[config.mk]
export PLATFORM = sky130hd
export DESIGN_NAME = image_border_pad_compositor
export DESIGN_NICKNAME = d
export VERILOG_FILES = /design/src/hw/rtl/ibpc_pkg.sv /design/src/hw/rtl/image_border_pad_compositor.sv /design/src/hw/rtl/ibpc_sqrt.sv /design/src/hw/rtl/ibpc_div.sv /design/src/hw/rtl/ibpc_lane.sv
export VERILOG_INCLUDE_DIRS = /design/src /design/src/hw/rtl
export SDC_FILE = /design/constraint.sdc
export NUM_CORES = 2
export LEC_CHECK = 0
export BUFFER_PORTS_ARGS = -buffer_cell sky130_fd_sc_hd__buf_2
export CORE_MARGIN = 5
export CORE_UTILIZATION = 50
export CTS_BUF_LIST = sky130_fd_sc_hd__clkbuf_4 sky130_fd_sc_hd__clkbuf_8 sky130_fd_sc_hd__clkbuf_16
export CTS_CLUSTER_SIZE = 20
export DETAILED_ROUTE_END_ITERATION = 7
export HOLD_SLACK_MARGIN = 0.02
export PLACE_DENSITY = 0.65
export SLEW_MARGIN = 20
export SYNTH_ARGS = -nofsm -noshare
export SYNTH_HDL_FRONTEND = slang
export SYNTH_SLANG_ARGS = --single-unit
[constraint.sdc]
create_clock -name clk -period 23.3 [get_ports clk]
set_input_delay 1.165 -clock clk [delete_from_list [all_inputs] [get_ports clk]]
set_output_delay 1.165 -clock clk [all_outputs]
set_load 0.1 [all_outputs]
[src/hw/rtl/assert_macros.svh]
// Assertion macros used by the compositor RTL.
`ifndef ASSERT_MACROS_SVH
`define ASSERT_MACROS_SVH

// Implication checked on the next cycle.
`define ASSERT_NEXT(label, clk, rst_n, a, b) \
	label: assert property (@(posedge clk) disable iff (!rst_n) (a) |=> (b)) \
		else $error("assertion failed");

// Implication checked in the same cycle.
`define ASSERT_SAME(label, clk, rst_n, a, b) \
	label: assert property (@(posedge clk) disable iff (!rst_n) (a) |-> (b)) \
		else $error("assertion failed");

`endif

[src/hw/rtl/ibpc_pkg.sv]
// ----------------------------------------------------------------------------
// ibpc_pkg
// Types, constants and helpers of the border pad compositor.
// ----------------------------------------------------------------------------
package ibpc_pkg;

	localparam int IBPC_MAX_DIM  = 4096;
	localparam int IBPC_CHANNELS = 4;
	localparam int RAD_W  = 42;
	localparam int ROOT_W = RAD_W / 2;
	localparam int FRAC_W = 16;

	// Register indexes.
	localparam logic [2:0] REG_SRC_W   = 3'd0;
	localparam logic [2:0] REG_SRC_H   = 3'd1;
	localparam logic [2:0] REG_PAD_L   = 3'd2;
	localparam logic [2:0] REG_PAD_T   = 3'd3;
	localparam logic [2:0] REG_OUT_W   = 3'd4;
	localparam logic [2:0] REG_OUT_H   = 3'd5;
	localparam logic [2:0] REG_FILL    = 3'd6;
	localparam logic [2:0] REG_MODE    = 3'd7;

	typedef struct packed {
		logic [7:0] src_c3;
		logic [7:0] src_c2;
		logic [7:0] src_c1;
		logic [7:0] src_c0;
	} in_word_t;

	typedef struct packed {
		logic       setup_error;
		logic       frame_last;
		logic       took_source;
		logic [7:0] out_c3;
		logic [7:0] out_c2;
		logic [7:0] out_c1;
		logic [7:0] out_c0;
	} out_word_t;

	// Clamp a dimension register to 1 .. IBPC_MAX_DIM.
	function automatic logic [12:0] clamp_dim(input logic [12:0] v);
		logic [12:0] r;
		if (v == 13'd0) r = 13'd1;
		else if (v > 13'(IBPC_MAX_DIM)) r = 13'(IBPC_MAX_DIM);
		else r = v;
		return r;
	endfunction

endpackage

[src/hw/rtl/image_border_pad_compositor.sv]
// ----------------------------------------------------------------------------
// image_border_pad_compositor
// Writes an output raster with a source window, solid or gradient border.
// ----------------------------------------------------------------------------
// Usage: each accepted input word is the next offered source pixel and makes
// exactly one output word, scanning columns then rows. took_source tells the
// sender whether the offered pixel was consumed or must be offered again.
// Both channels use valid and stall; configuration is written through cfg_we,
// cfg_index and cfg_data, which the user must do only while the block is idle;
// the block itself does not enforce this.
// Timing: a pixel inside the window or with a solid border is in the output
// register the cycle after acceptance. A gradient pixel starts the two
// parallel square roots, which give one root bit per cycle, then starts the
// divider, waits for its quotient, blends the lanes and loads the output. When
// the factor saturates the divider finishes at once.
// One word is worked on at a time, so a new word is taken once the previous
// result is in the output register and that register is free.
// Reset sets the counters, control state, output valid and configuration to
// their defaults. A stalled output word holds; input stays stalled until it goes.
// ----------------------------------------------------------------------------
`include "assert_macros.svh"

module image_border_pad_compositor import ibpc_pkg::*; #(
	parameter int CHANNELS = IBPC_CHANNELS
) (
	input  logic      clk,
	input  logic      arst_n,
	input  logic      in_valid,
	output logic      in_stall,
	input  in_word_t  in_data,
	output logic      out_valid,
	input  logic      out_stall,
	output out_word_t out_data,
	input  logic      cfg_we,
	input  logic [2:0]  cfg_index,
	input  logic [31:0] cfg_data
);
	localparam logic [2:0] S_IDLE  = 3'd0;
	localparam logic [2:0] S_SQ    = 3'd1;
	localparam logic [2:0] S_ROOT  = 3'd2;
	localparam logic [2:0] S_DIV   = 3'd3;
	localparam logic [2:0] S_BLEND = 3'd4;
	localparam logic [2:0] S_DONE  = 3'd5;

	logic [12:0] src_w_q, src_h_q, out_w_q, out_h_q;
	logic [11:0] pad_l_q, pad_t_q;
	logic [31:0] fill_q;
	logic        mode_q;
	logic [11:0] col_q, row_q;
	logic [2:0]  state_q;
	logic        out_valid_q;
	out_word_t   out_q;
	logic [11:0] x_q, y_q;
	logic [12:0] ow_q, oh_q;
	logic        last_q;

	logic [12:0] sw, sh, ow, oh;
	logic        err, in_win, take, last, grad, accept, out_free, out_load;
	logic [12:0] x_inc, y_inc;
	logic [13:0] win_r, win_b;
	logic [3:0][7:0] pix, blend_v;
	logic [RAD_W-1:0]  rad_d, rad_dd;
	logic [ROOT_W-1:0] root_d, root_dd;
	logic        sq_done, sq_done_dd, div_done;
	logic [FRAC_W:0] f;

	// Configuration registers.
	always_ff @(posedge clk or negedge arst_n) begin
		if (!arst_n) begin
			src_w_q <= 13'd1; src_h_q <= 13'd1;
			pad_l_q <= '0;    pad_t_q <= '0;
			out_w_q <= 13'd1; out_h_q <= 13'd1;
			fill_q  <= '0;    mode_q  <= 1'b0;
		end else if (cfg_we) begin
			case (cfg_index)
				REG_SRC_W: src_w_q <= cfg_data[12:0];
				REG_SRC_H: src_h_q <= cfg_data[12:0];
				REG_PAD_L: pad_l_q <= cfg_data[11:0];
				REG_PAD_T: pad_t_q <= cfg_data[11:0];
				REG_OUT_W: out_w_q <= cfg_data[12:0];
				REG_OUT_H: out_h_q <= cfg_data[12:0];
				REG_FILL:  fill_q  <= cfg_data;
				REG_MODE:  mode_q  <= cfg_data[0];
				default:   mode_q  <= mode_q;
			endcase
		end
	end

	// Window decode from the counters.
	assign sw = clamp_dim(src_w_q);
	assign sh = clamp_dim(src_h_q);
	assign ow = clamp_dim(out_w_q);
	assign oh = clamp_dim(out_h_q);
	assign win_r  = 14'(pad_l_q) + 14'(sw);
	assign win_b  = 14'(pad_t_q) + 14'(sh);
	assign err    = (win_r > 14'(ow)) || (win_b > 14'(oh));
	assign in_win = (col_q >= pad_l_q) && (14'(col_q) < win_r) &&
		(row_q >= pad_t_q) && (14'(row_q) < win_b);
	assign take   = !err && in_win;
	assign grad   = !err && !take && mode_q;
	assign x_inc  = 13'(col_q) + 13'd1;
	assign y_inc  = 13'(row_q) + 13'd1;
	assign last   = (x_inc >= ow) && (y_inc >= oh);

	assign out_free = !out_valid_q || !out_stall;
	assign accept   = in_valid && !in_stall;
	assign in_stall = !((state_q == S_IDLE) && out_free);

	// The output register is loaded by a direct pixel or a finished gradient.
	assign out_load = ((state_q == S_IDLE) && accept && !grad) ||
		((state_q == S_DONE) && out_free);

	// Direct pixel: source or fill colour per channel.
	assign pix[0] = take ? in_data.src_c0 : fill_q[7:0];
	assign pix[1] = take ? in_data.src_c1 : fill_q[15:8];
	assign pix[2] = take ? in_data.src_c2 : fill_q[23:16];
	assign pix[3] = take ? in_data.src_c3 : fill_q[31:24];

	// Squared distances feed both square roots together.
	assign rad_d  = {1'b0, 25'(25'(x_q) * 25'(x_q) + 25'(y_q) * 25'(y_q)), 16'b0};
	assign rad_dd = {26'(26'(ow_q) * 26'(ow_q) + 26'(oh_q) * 26'(oh_q)), 16'b0};

	ibpc_sqrt u_sqrt_d (
		.clk(clk), .arst_n(arst_n), .start(state_q == S_SQ),
		.radicand(rad_d), .done(sq_done), .root(root_d)
	);

	ibpc_sqrt u_sqrt_dd (
		.clk(clk), .arst_n(arst_n), .start(state_q == S_SQ),
		.radicand(rad_dd), .done(sq_done_dd), .root(root_dd)
	);

	ibpc_div u_div (
		.clk(clk), .arst_n(arst_n), .start((state_q == S_ROOT) && sq_done),
		.num(root_d), .den(root_dd), .done(div_done), .quot(f)
	);

	// Blend lanes, one per channel in use.
	for (genvar c = 0; c < 4; c++) begin : g_lane
		if (c < CHANNELS) begin : g_on
			ibpc_lane u_lane (
				.clk(clk), .en(state_q == S_BLEND), .fc(fill_q[8*c +: 8]),
				.f(f), .v(blend_v[c])
			);
		end else begin : g_off
			assign blend_v[c] = 8'd0;
		end
	end

	// Sequencer, counters and output register.
	always_ff @(posedge clk or negedge arst_n) begin
		if (!arst_n) begin
			state_q     <= S_IDLE;
			col_q       <= '0;
			row_q       <= '0;
			out_valid_q <= 1'b0;
		end else begin
			if (out_load) begin
				out_valid_q <= 1'b1;
			end else if (!out_stall) begin
				out_valid_q <= 1'b0;
			end
			case (state_q)
				S_IDLE: begin
					if (accept) begin
						if (x_inc >= ow) begin
							col_q <= '0;
							row_q <= (y_inc >= oh) ? 12'd0 : y_inc[11:0];
						end else begin
							col_q <= x_inc[11:0];
						end
						if (grad) state_q <= S_SQ;
					end
				end
				S_SQ:    state_q <= S_ROOT;
				S_ROOT:  if (sq_done) state_q <= S_DIV;
				S_DIV:   if (div_done) state_q <= S_BLEND;
				S_BLEND: state_q <= S_DONE;
				S_DONE: begin
					if (out_free) begin
						state_q <= S_IDLE;
					end
				end
				default: state_q <= S_IDLE;
			endcase
		end
	end

	// Payload registers.
	always_ff @(posedge clk) begin
		if ((state_q == S_IDLE) && accept) begin
			x_q    <= col_q;
			y_q    <= row_q;
			ow_q   <= ow;
			oh_q   <= oh;
			last_q <= last;
			out_q.out_c0      <= (0 < CHANNELS) ? pix[0] : 8'd0;
			out_q.out_c1      <= (1 < CHANNELS) ? pix[1] : 8'd0;
			out_q.out_c2      <= (2 < CHANNELS) ? pix[2] : 8'd0;
			out_q.out_c3      <= (3 < CHANNELS) ? pix[3] : 8'd0;
			out_q.took_source <= take;
			out_q.frame_last  <= last;
			out_q.setup_error <= err;
		end else if ((state_q == S_DONE) && out_free) begin
			out_q.out_c0      <= blend_v[0];
			out_q.out_c1      <= blend_v[1];
			out_q.out_c2      <= blend_v[2];
			out_q.out_c3      <= blend_v[3];
			out_q.took_source <= 1'b0;
			out_q.frame_last  <= last_q;
			out_q.setup_error <= 1'b0;
		end
	end

	assign out_valid = out_valid_q;
	assign out_data  = out_q;

	// A consumed pixel never comes with a setup error.
	`ASSERT_SAME(a_take_no_err, clk, arst_n, out_valid_q, !(out_q.took_source && out_q.setup_error))
	// Input is held off while a gradient word is in flight.
	`ASSERT_SAME(a_busy_stall, clk, arst_n, state_q != S_IDLE, in_stall)
	// Both roots finish together.
	`ASSERT_SAME(a_roots_align, clk, arst_n, sq_done, sq_done_dd)
	// A finished divide always moves on to the blend.
	`ASSERT_NEXT(a_div_blend, clk, arst_n, (state_q == S_DIV) && div_done, state_q == S_BLEND)
endmodule

[src/hw/rtl/ibpc_sqrt.sv]
// ----------------------------------------------------------------------------
// ibpc_sqrt
// Iterative integer square root, one result bit per cycle.
// ----------------------------------------------------------------------------
module ibpc_sqrt import ibpc_pkg::*; (
	input  logic              clk,
	input  logic              arst_n,
	input  logic              start,
	input  logic [RAD_W-1:0]  radicand,
	output logic              done,
	output logic [ROOT_W-1:0] root
);
	localparam int CNT_W = $clog2(ROOT_W + 1);

	logic [RAD_W-1:0]  rad_q;
	logic [ROOT_W+1:0] rem_q;
	logic [ROOT_W-1:0] root_q;
	logic [CNT_W-1:0]  cnt_q;
	logic              busy_q;
	logic              done_q;
	logic [ROOT_W+1:0] raw;
	logic [ROOT_W+1:0] trial;

	// Bring down two radicand bits and try the next root bit.
	assign raw   = {rem_q[ROOT_W-1:0], rad_q[RAD_W-1 -: 2]};
	assign trial = {root_q, 2'b01};

	always_ff @(posedge clk or negedge arst_n) begin
		if (!arst_n) begin
			busy_q <= 1'b0;
			done_q <= 1'b0;
			cnt_q  <= '0;
		end else begin
			done_q <= 1'b0;
			if (start) begin
				busy_q <= 1'b1;
				cnt_q  <= CNT_W'(ROOT_W);
			end else if (busy_q) begin
				cnt_q <= cnt_q - 1'b1;
				if (cnt_q == CNT_W'(1)) begin
					busy_q <= 1'b0;
					done_q <= 1'b1;
				end
			end
		end
	end

	always_ff @(posedge clk) begin
		if (start) begin
			rad_q  <= radicand;
			rem_q  <= '0;
			root_q <= '0;
		end else if (busy_q) begin
			rad_q <= {rad_q[RAD_W-3:0], 2'b00};
			if (raw >= trial) begin
				rem_q  <= raw - trial;
				root_q <= {root_q[ROOT_W-2:0], 1'b1};
			end else begin
				rem_q  <= raw;
				root_q <= {root_q[ROOT_W-2:0], 1'b0};
			end
		end
	end

	assign done = done_q;
	assign root = root_q;
endmodule

[src/hw/rtl/ibpc_div.sv]
// ----------------------------------------------------------------------------
// ibpc_div
// Restoring divider giving the Q1.16 gradient factor, saturated at one.
// ----------------------------------------------------------------------------
module ibpc_div import ibpc_pkg::*; (
	input  logic              clk,
	input  logic              arst_n,
	input  logic              start,
	input  logic [ROOT_W-1:0] num,
	input  logic [ROOT_W-1:0] den,
	output logic              done,
	output logic [FRAC_W:0]   quot
);
	localparam int CNT_W = $clog2(FRAC_W + 1);

	logic [ROOT_W:0]   rem_q;
	logic [FRAC_W:0]   quot_q;
	logic [CNT_W-1:0]  cnt_q;
	logic              busy_q;
	logic              done_q;
	logic [ROOT_W:0]   shifted;

	assign shifted = {rem_q[ROOT_W-1:0], 1'b0};

	always_ff @(posedge clk or negedge arst_n) begin
		if (!arst_n) begin
			busy_q <= 1'b0;
			done_q <= 1'b0;
			cnt_q  <= '0;
		end else begin
			done_q <= 1'b0;
			if (start) begin
				// A numerator not below the divisor saturates at once.
				if (num >= den) begin
					done_q <= 1'b1;
				end else begin
					busy_q <= 1'b1;
					cnt_q  <= CNT_W'(FRAC_W);
				end
			end else if (busy_q) begin
				cnt_q <= cnt_q - 1'b1;
				if (cnt_q == CNT_W'(1)) begin
					busy_q <= 1'b0;
					done_q <= 1'b1;
				end
			end
		end
	end

	always_ff @(posedge clk) begin
		if (start) begin
			rem_q  <= {1'b0, num};
			quot_q <= (num >= den) ? {1'b1, {FRAC_W{1'b0}}} : '0;
		end else if (busy_q) begin
			if (shifted >= {1'b0, den}) begin
				rem_q  <= shifted - {1'b0, den};
				quot_q <= {quot_q[FRAC_W-1:0], 1'b1};
			end else begin
				rem_q  <= shifted;
				quot_q <= {quot_q[FRAC_W-1:0], 1'b0};
			end
		end
	end

	assign done = done_q;
	assign quot = quot_q;
endmodule

[src/hw/rtl/ibpc_lane.sv]
// ----------------------------------------------------------------------------
// ibpc_lane
// One channel of the gradient blend between fill colour and white.
// ----------------------------------------------------------------------------
module ibpc_lane import ibpc_pkg::*; (
	input  logic            clk,
	input  logic            en,
	input  logic [7:0]      fc,
	input  logic [FRAC_W:0] f,
	output logic [7:0]      v
);
	logic [25:0] blend;
	logic [7:0]  v_s1;

	// (fc * (1 - f) + 255 * f + one half) scaled back by 2^16.
	assign blend = 26'(fc) * 26'((FRAC_W+1)'(1 << FRAC_W) - f)
		+ 26'(255) * 26'(f) + 26'(1 << (FRAC_W - 1));

	always_ff @(posedge clk) begin
		if (en) begin
			v_s1 <= blend[FRAC_W +: 8];
		end
	end

	assign v = v_s1;
endmodule
# After elaboration in Yosys (flattened, before gate mapping)
# Index checks and enable logic that the tools add are counted.
[word_totals]
out_inout_bits = 37
register_bits = 449
inputBits = 72
word_cells = 220
[op_classes]
n_mux = 63
n_addsub = 21
magnitude_cmp = 16
mul = 9
reduce_logical = 44
n_eq_ne = 22
[op_table]
columns = ["cell", "count"]
rows = [
  ["$mux 21", 5],
  ["$mul 8x26->24", 4],
  ["$mux 13", 8],
  ["$add 24x16->24 const B", 4],
  ["$add 24x24->24", 4],
  ["$mux 42", 2],
  ["$mux 41", 2],
  ["$mux 35", 2],
  ["$sub 21x21->21", 3],
  ["$gt 13x13->1 const B", 4],
  ["$logic_not 13->1", 4],
  ["$mul 13x13->26", 2],
  ["$mux 17", 3],
  ["$mul 12x12->24", 2],
  ["$ge 23x23->1", 2],
  ["$mux 5", 7],
  ["$mux 8", 4],
  ["$add 12x13->14", 2],
  ["$gt 14x13->1", 2],
  ["$lt 12x14->1", 2],
  ["$add 12x1->13 const B", 2],
  ["$add 26x26->26", 1],
  ["$ge 13x13->1", 2],
  ["$add 24x24->25", 1],
  ["other kinds (24)", 101],
]

# Logic depth before layout (Yosys ltp)
[depth]
ltp_word = 16
depth_mapped = 36
depth_no_buf = 36

# By module
# From an unflattened synthesis, not the netlist that was laid out.
[unflattened]
hier_cells = 8079
hier_area_um2 = 79132.1
[by_module_without_submodules]
columns = ["mod", "n_inst", "area_each_um2", "cells_per_inst"]
rows = [
  ["image_border_pad_compositor", 1, 30167.7, 3067],
  ["ibpc_lane at g_lane[1].g_on.u_lane ...", 2, 8739.6, 907],
  ["ibpc_sqrt", 2, 4971.0, 476],
  ["ibpc_lane at g_lane[0].g_on.u_lane", 1, 8912.3, 932],
  ["ibpc_lane at g_lane[3].g_on.u_lane", 1, 8632.0, 900],
  ["ibpc_div", 1, 3998.8, 414],
]

# Worst setup path before layout
# Ideal clock, no wire load.
[synth_timing]
path_kind = "reg2reg"
startpoint = "register u_div.quot_q[0], in the netlist u_div.quot[0]"
endpoint = "register g_lane[2].g_on.u_lane.v_s1[7] (data pin)"
path_slack_ns = 14.222
synth_period_minus_slack_ns = 9.078
required_time_ns = 23.032
stages_incl_launch_ff = 32
t_arrival_ns = 8.810
setup_ns = 0.268
cell_sequence = "edfxtp_1 clkbuf_1 inv_1 ha_1 ha_1 inv_1 fa_1 fa_1 inv_1 ha_1 o21a_1 o31a_1 o211a_1 or2_2 a41oi_1 xor2_1 fa_1 fa_1 fa_1 inv_1 fa_1 ha_1 ha_1 a211oi_1 nand2_1 a211o_1 o211ai_1 a21boi_1 o41a_1 a21o_1 a21oi_1 xnor3_1"
[synth_via]
elab_chain_cells = 4
word_cells_on_any_way = 5
classes_between = "add/sub: 3; mul: 2"
[synth_lines]
columns = ["item", "line_no", "rtl"]
rows = [
  ["from (decl)", "ibpc_div.sv:17", "logic [FRAC_W:0] quot_q;"],
  ["from (signal assigned)", "ibpc_div.sv:53", "quot_q <= (num >= den) ? {1'b1, {FRAC_W{1'b0}}} : '0;"],
  ["from (signal assigned)", "ibpc_div.sv:57", "quot_q <= {quot_q[FRAC_W-1:0], 1'b1};"],
  ["from (signal assigned)", "ibpc_div.sv:60", "quot_q <= {quot_q[FRAC_W-1:0], 1'b0};"],
  ["$sub 17x17->18", "ibpc_lane.sv:16", "assign blend = 26'(fc) * 26'((FRAC_W+1)'(1 << FRAC_W) - f)"],
  ["$mul 8x26->24", "ibpc_lane.sv:16", ""],
  ["$add 24x24->24 *", "ibpc_lane.sv:17", "+ 26'(255) * 26'(f) + 26'(1 << (FRAC_W - 1));"],
  ["$add 24x16->24 *", "ibpc_lane.sv:17", ""],
  ["via g_lane[2].g_on.u_lane.blend[23]", "ibpc_lane.sv:12", "logic [25:0] blend;"],
  ["to (signal assigned)", "ibpc_lane.sv:21", "v_s1 <= blend[FRAC_W +: 8];"],
  ["to (decl)", "ibpc_lane.sv:13", "logic [7:0] v_s1;"],
]
# The timed path passes the listed nets; every way through them passes the cells marked *.
# A chain may end at the register's enable or synchronous reset.

# Worst setup path after layout
# Same ends and word-level chain as after synthesis.

==> summary.txt <==
Run status
  • Status: finished clean

Critical path
  • Critical Path Most Common Cell: fa_1
  • Slowest CP cell: xor2_1
  • Setup CP Type: reg2reg
  • Reg-to-Reg End: g_lane[2].g_on.u_lane.v[7]$_DFFE_PP_
  • Crit. Startpoint: u_div.quot[0]$_SDFFCE_PP0P_
  • R2R Setup Slk: 12.90 ns
  • Data required time of the critical path: 23.71 ns
  • R2R cell count: 32
  • Worst EP arrival: 10.81 ns
  • Slowest stage delay, CP: 0.83 ns
  • Crit path capture type: register
  • CP max FO: 39
  • R2R Path Start: u_div.quot[0]$_SDFFCE_PP0P_
  • Worst Setup EP: g_lane[2].g_on.u_lane.v[7]$_DFFE_PP_
  • Type of origin of the critical path: register

Routing
  • Routed length per instance: 18.72 um
  • Vias per cell: 5.398
  • Via count: 46110
  • DRT iter0 DRCs: 2582
  • Drc violations: 0
  • Pre-antenna DRT Iters: 5
  • Total Routed Length: 159.9 mm
  • Routed Antenna Nets: 0

STA
  • Fin crit share: 44.63%
  • Final Hold Fails: 0
  • RSZ-0062 raised after global routing: no
  • Max_slew headroom: 27.51%
  • Final min period: 10.40 ns
  • Worst-margin pin slew: 1.084 ns
  • Final Max Slew Viols: 0
  • Fmax: 0.09617 GHz
  • Fin Setup TNS: 0 ns
  • Final setup vio count: 0
  • Setup Skew: 0.03802 ns

Worst hold path
  • Hold Crit Class: reg2reg
  • WHS Path Cells: 2

Global routing
  • Congestion Overflow GR: 0
  • GRT Total Usage: 23.68%
  • Initial antenna violation count: 5
  • Global-route wire length before repair: 260.5 mm
  • Largest net degree at the start of global routing: 72
  • Number of global-route vias before repair: 48900

Logic synthesis
  • Top cell type's share of synthesized area: 31.66%
  • Ranking of synthesized cells by area: fa_1, ha_1, edfxtp_1
  • Yosys reg bits: 449
  • Post-Syn Area: 0.06538 mm^2
  • Main synth FF type: edfxtp_1
  • EDFF count, synth: 207
  • Synth Area per Inst: 9.637 um^2
  • Cell type with the largest total area after synthesis: fa_1
  • Post-synthesis sequential area ratio: 18.13%
  • Syn Nets: 8587
  • YS warnings: 0
  • Post-synth ARST share: 34.97%
  • Synth Instances: 6784
  • Yosys cell types: 87

Layout
  • Layout area overhead: 6.876%
  • Nets: 8554
  • Share of post-route cells with drive strength above 1: 6.664%
  • Area of the multi-input gates: 0.04762 mm^2
  • Fill cell count: 11610
  • Seq. cell area: 0.01185 mm^2

Floorplan
  • Die Y-Extent: 371.6 um
  • Die width: 371.6 um
  • Rows: 132
  • Starting density of the core: 50.43%
  • Die footprint: 0.1381 mm^2
  • Core area: 0.1296 mm^2
  • I/O Pins: 109

Clock network
  • Max H-tree Level: 2
  • TritonCTS clock tree: yes
  • CTS Sinks: 449
  • Clock slew at reported path FFs: 0.06 ns
  • Postcts setup bufs: 0
  • TritonCTS Buffers: 55
  • Clock root buffer master: clkbuf_16
  • Clock Tree Buf Depth: 3
  • Worst skew pair latency: 0.67 ns
  • Resized Gates After CTS: 0
  • Hold_buf cts: 0

Placement
  • Port Buf Inserts: 108
  • HPWL Detailed: 124.9 mm
  • Placer congestion estimate: 0.8800

Run
  • Max-cap violations: 0
-- worst min path at each step --
stage,startpoint,slack [ns],endpoint
3_3_place_gp,u_sqrt_d.rem_q[20]$_SDFFE_PP0P_,0.46,u_sqrt_d.rem_q[20]$_SDFFE_PP0P_
4_1_cts,arst_n,0.46,pad_t_q[3]$_DFFE_PN0P_
6_report,u_sqrt_d.rem_q[20]$_SDFFE_PP0P_,0.47,u_sqrt_d.rem_q[20]$_SDFFE_PP0P_
5_1_grt,arst_n,0.49,u_sqrt_dd.cnt_q[3]$_DFFE_PN0P_
3_5_place_dp,u_sqrt_d.rem_q[20]$_SDFFE_PP0P_,0.46,u_sqrt_d.rem_q[20]$_SDFFE_PP0P_
2_1_floorplan,u_sqrt_d.rem_q[19]$_SDFFE_PP0P_,0.44,u_sqrt_d.rem_q[19]$_SDFFE_PP0P_
-- cells in the mapped netlist, types with 53 or more instances --
cell type	count
mux2i_1	80
and2_1	437
o21ai_0	195
inv_1	1352
edfxtp_1	207
mux2_2	106
nor3_1	53
dfxtp_1	85
xnor2_1	186
fa_1	1034
nor2b_1	63
dfrtp_1	153
a21o_1	97
nand3_1	91
clkbuf_1	239
a21oi_1	183
nand2_1	635
nor2_1	265
xor2_1	74
ha_1	697
-- cell type report --
cell class                 instances  area share [%]
multi-input combinational       4715           68.15
sequential                       449           16.96
inverter                        1353           7.272
tap                             1742           3.119
clock buffer                      76           2.417
timing repair buffer             177           1.552
clock inverter                    28          0.5175
antenna                            2        0.007163
-- state kept, by name, indices dropped and copies added (netlist names), 17 cells and up --
signal	flops
u_div.rem_q	21
fill_q	32
u_div.quot	17
u_sqrt_dd.rad_q	26
u_sqrt_dd.root	21
out_data	35
u_sqrt_d.rem_q	21
u_sqrt_dd.rem_q	21
u_sqrt_d.rad_q	26
g_lane.g_on.u_lane.v	32
u_sqrt_d.root	21
-- metrics by stage --
stage / util (%) / hold WS, ns / worst slack, ns / instances / area [um^2]
floorplan: - / 0.4365 / 14.22 / 6784 / 65380
detailed placement: 52.27 / 0.4554 / 12.89 / 8435 / 67760
finish: 53.90 / 0.4734 / 12.90 / 8542 / 69870
CTS: 53.85 / 0.4577 / 12.85 / 8539 / 69810
global route: 53.90 / 0.4909 / 12.39 / 8542 / 69870
global placement: 52.25 / 0.4573 / 13.00 / 8435 / 67740
-- per-layer routing --
layer / global-route usage [%] / up-vias / part of all wire (%)
li1: - / 21400 / -
met1: 30.71 / 23420 / 42
met2: 41.68 / 1036 / 50
met3: 2.778 / 254 / 4.5
met4: 7.246 / 2 / 3.4
met5: 0 / - / 0.0056
-- cells in the final DEF (no fill, tap or decap), types with 11 or more instances in the layout --
cell type  Yosys  final
a211oi_1      32     32
a21boi_0      13     12
a21o_1        97     97
a21oi_1      183    183
a31oi_1       50     50
and2_1       437    437
and3_1        30     29
and4_1        11     11
buf_2         11    107
buf_4          1     68
clkbuf_16      0     61
dfrtp_1      153    151
dfxtp_1       85     85
edfxtp_1     207    207
fa_1        1034   1034
ha_1         697    697
inv_1       1352   1352
mux2_2       106    106
mux2i_1       80     80
nand2_1      635    635
nand2b_1      28     27
nand3_1       91     90
nand4_1       26     26
nor2_1       265    264
nor2b_1       63     63
nor3_1        53     51
nor4_1        18     18
o211ai_1      17     17
o21a_1        51     51
o21ai_0      195    195
o21ai_1       36     36
o21bai_1      14     14
o31a_1        12     12
o31ai_1       17     17
or2_2         12     12
or3_1         13     13
xnor2_1      186    170
xnor2_2        0     14
xor2_1        74     72
-- cell families after synthesis --
kind of cell | after synthesis | synth area share, %
adders and majority gates | 1731 | 45.00
AOI/OAI and AO/OA | 825 | 8.134
buffers and inverters | 1620 | 9.362
and+or+nand+nor | 1710 | 12.77
DFF | 449 | 18.13
other | 1 | 0.005736
muxes | 186 | 3.051
xor gates and xnor gates | 262 | 3.552
-- critical path, delay by kind of cell, from the launching register on --
family | cells | cell delay [ns]
AOI/OAI and AO/OA | 11 | 2.70
xor gates and xnor gates | 2 | 1.17
adders and majority gates | 11 | 4.46
buffers and inverters | 6 | 1.09
DFF | 1 | 0.32
and+or+nand+nor | 2 | 0.41
Power is left out: the tool's default activity adds up to more than one toggle a clock period on the data nets, which glitch-free logic cannot reach.
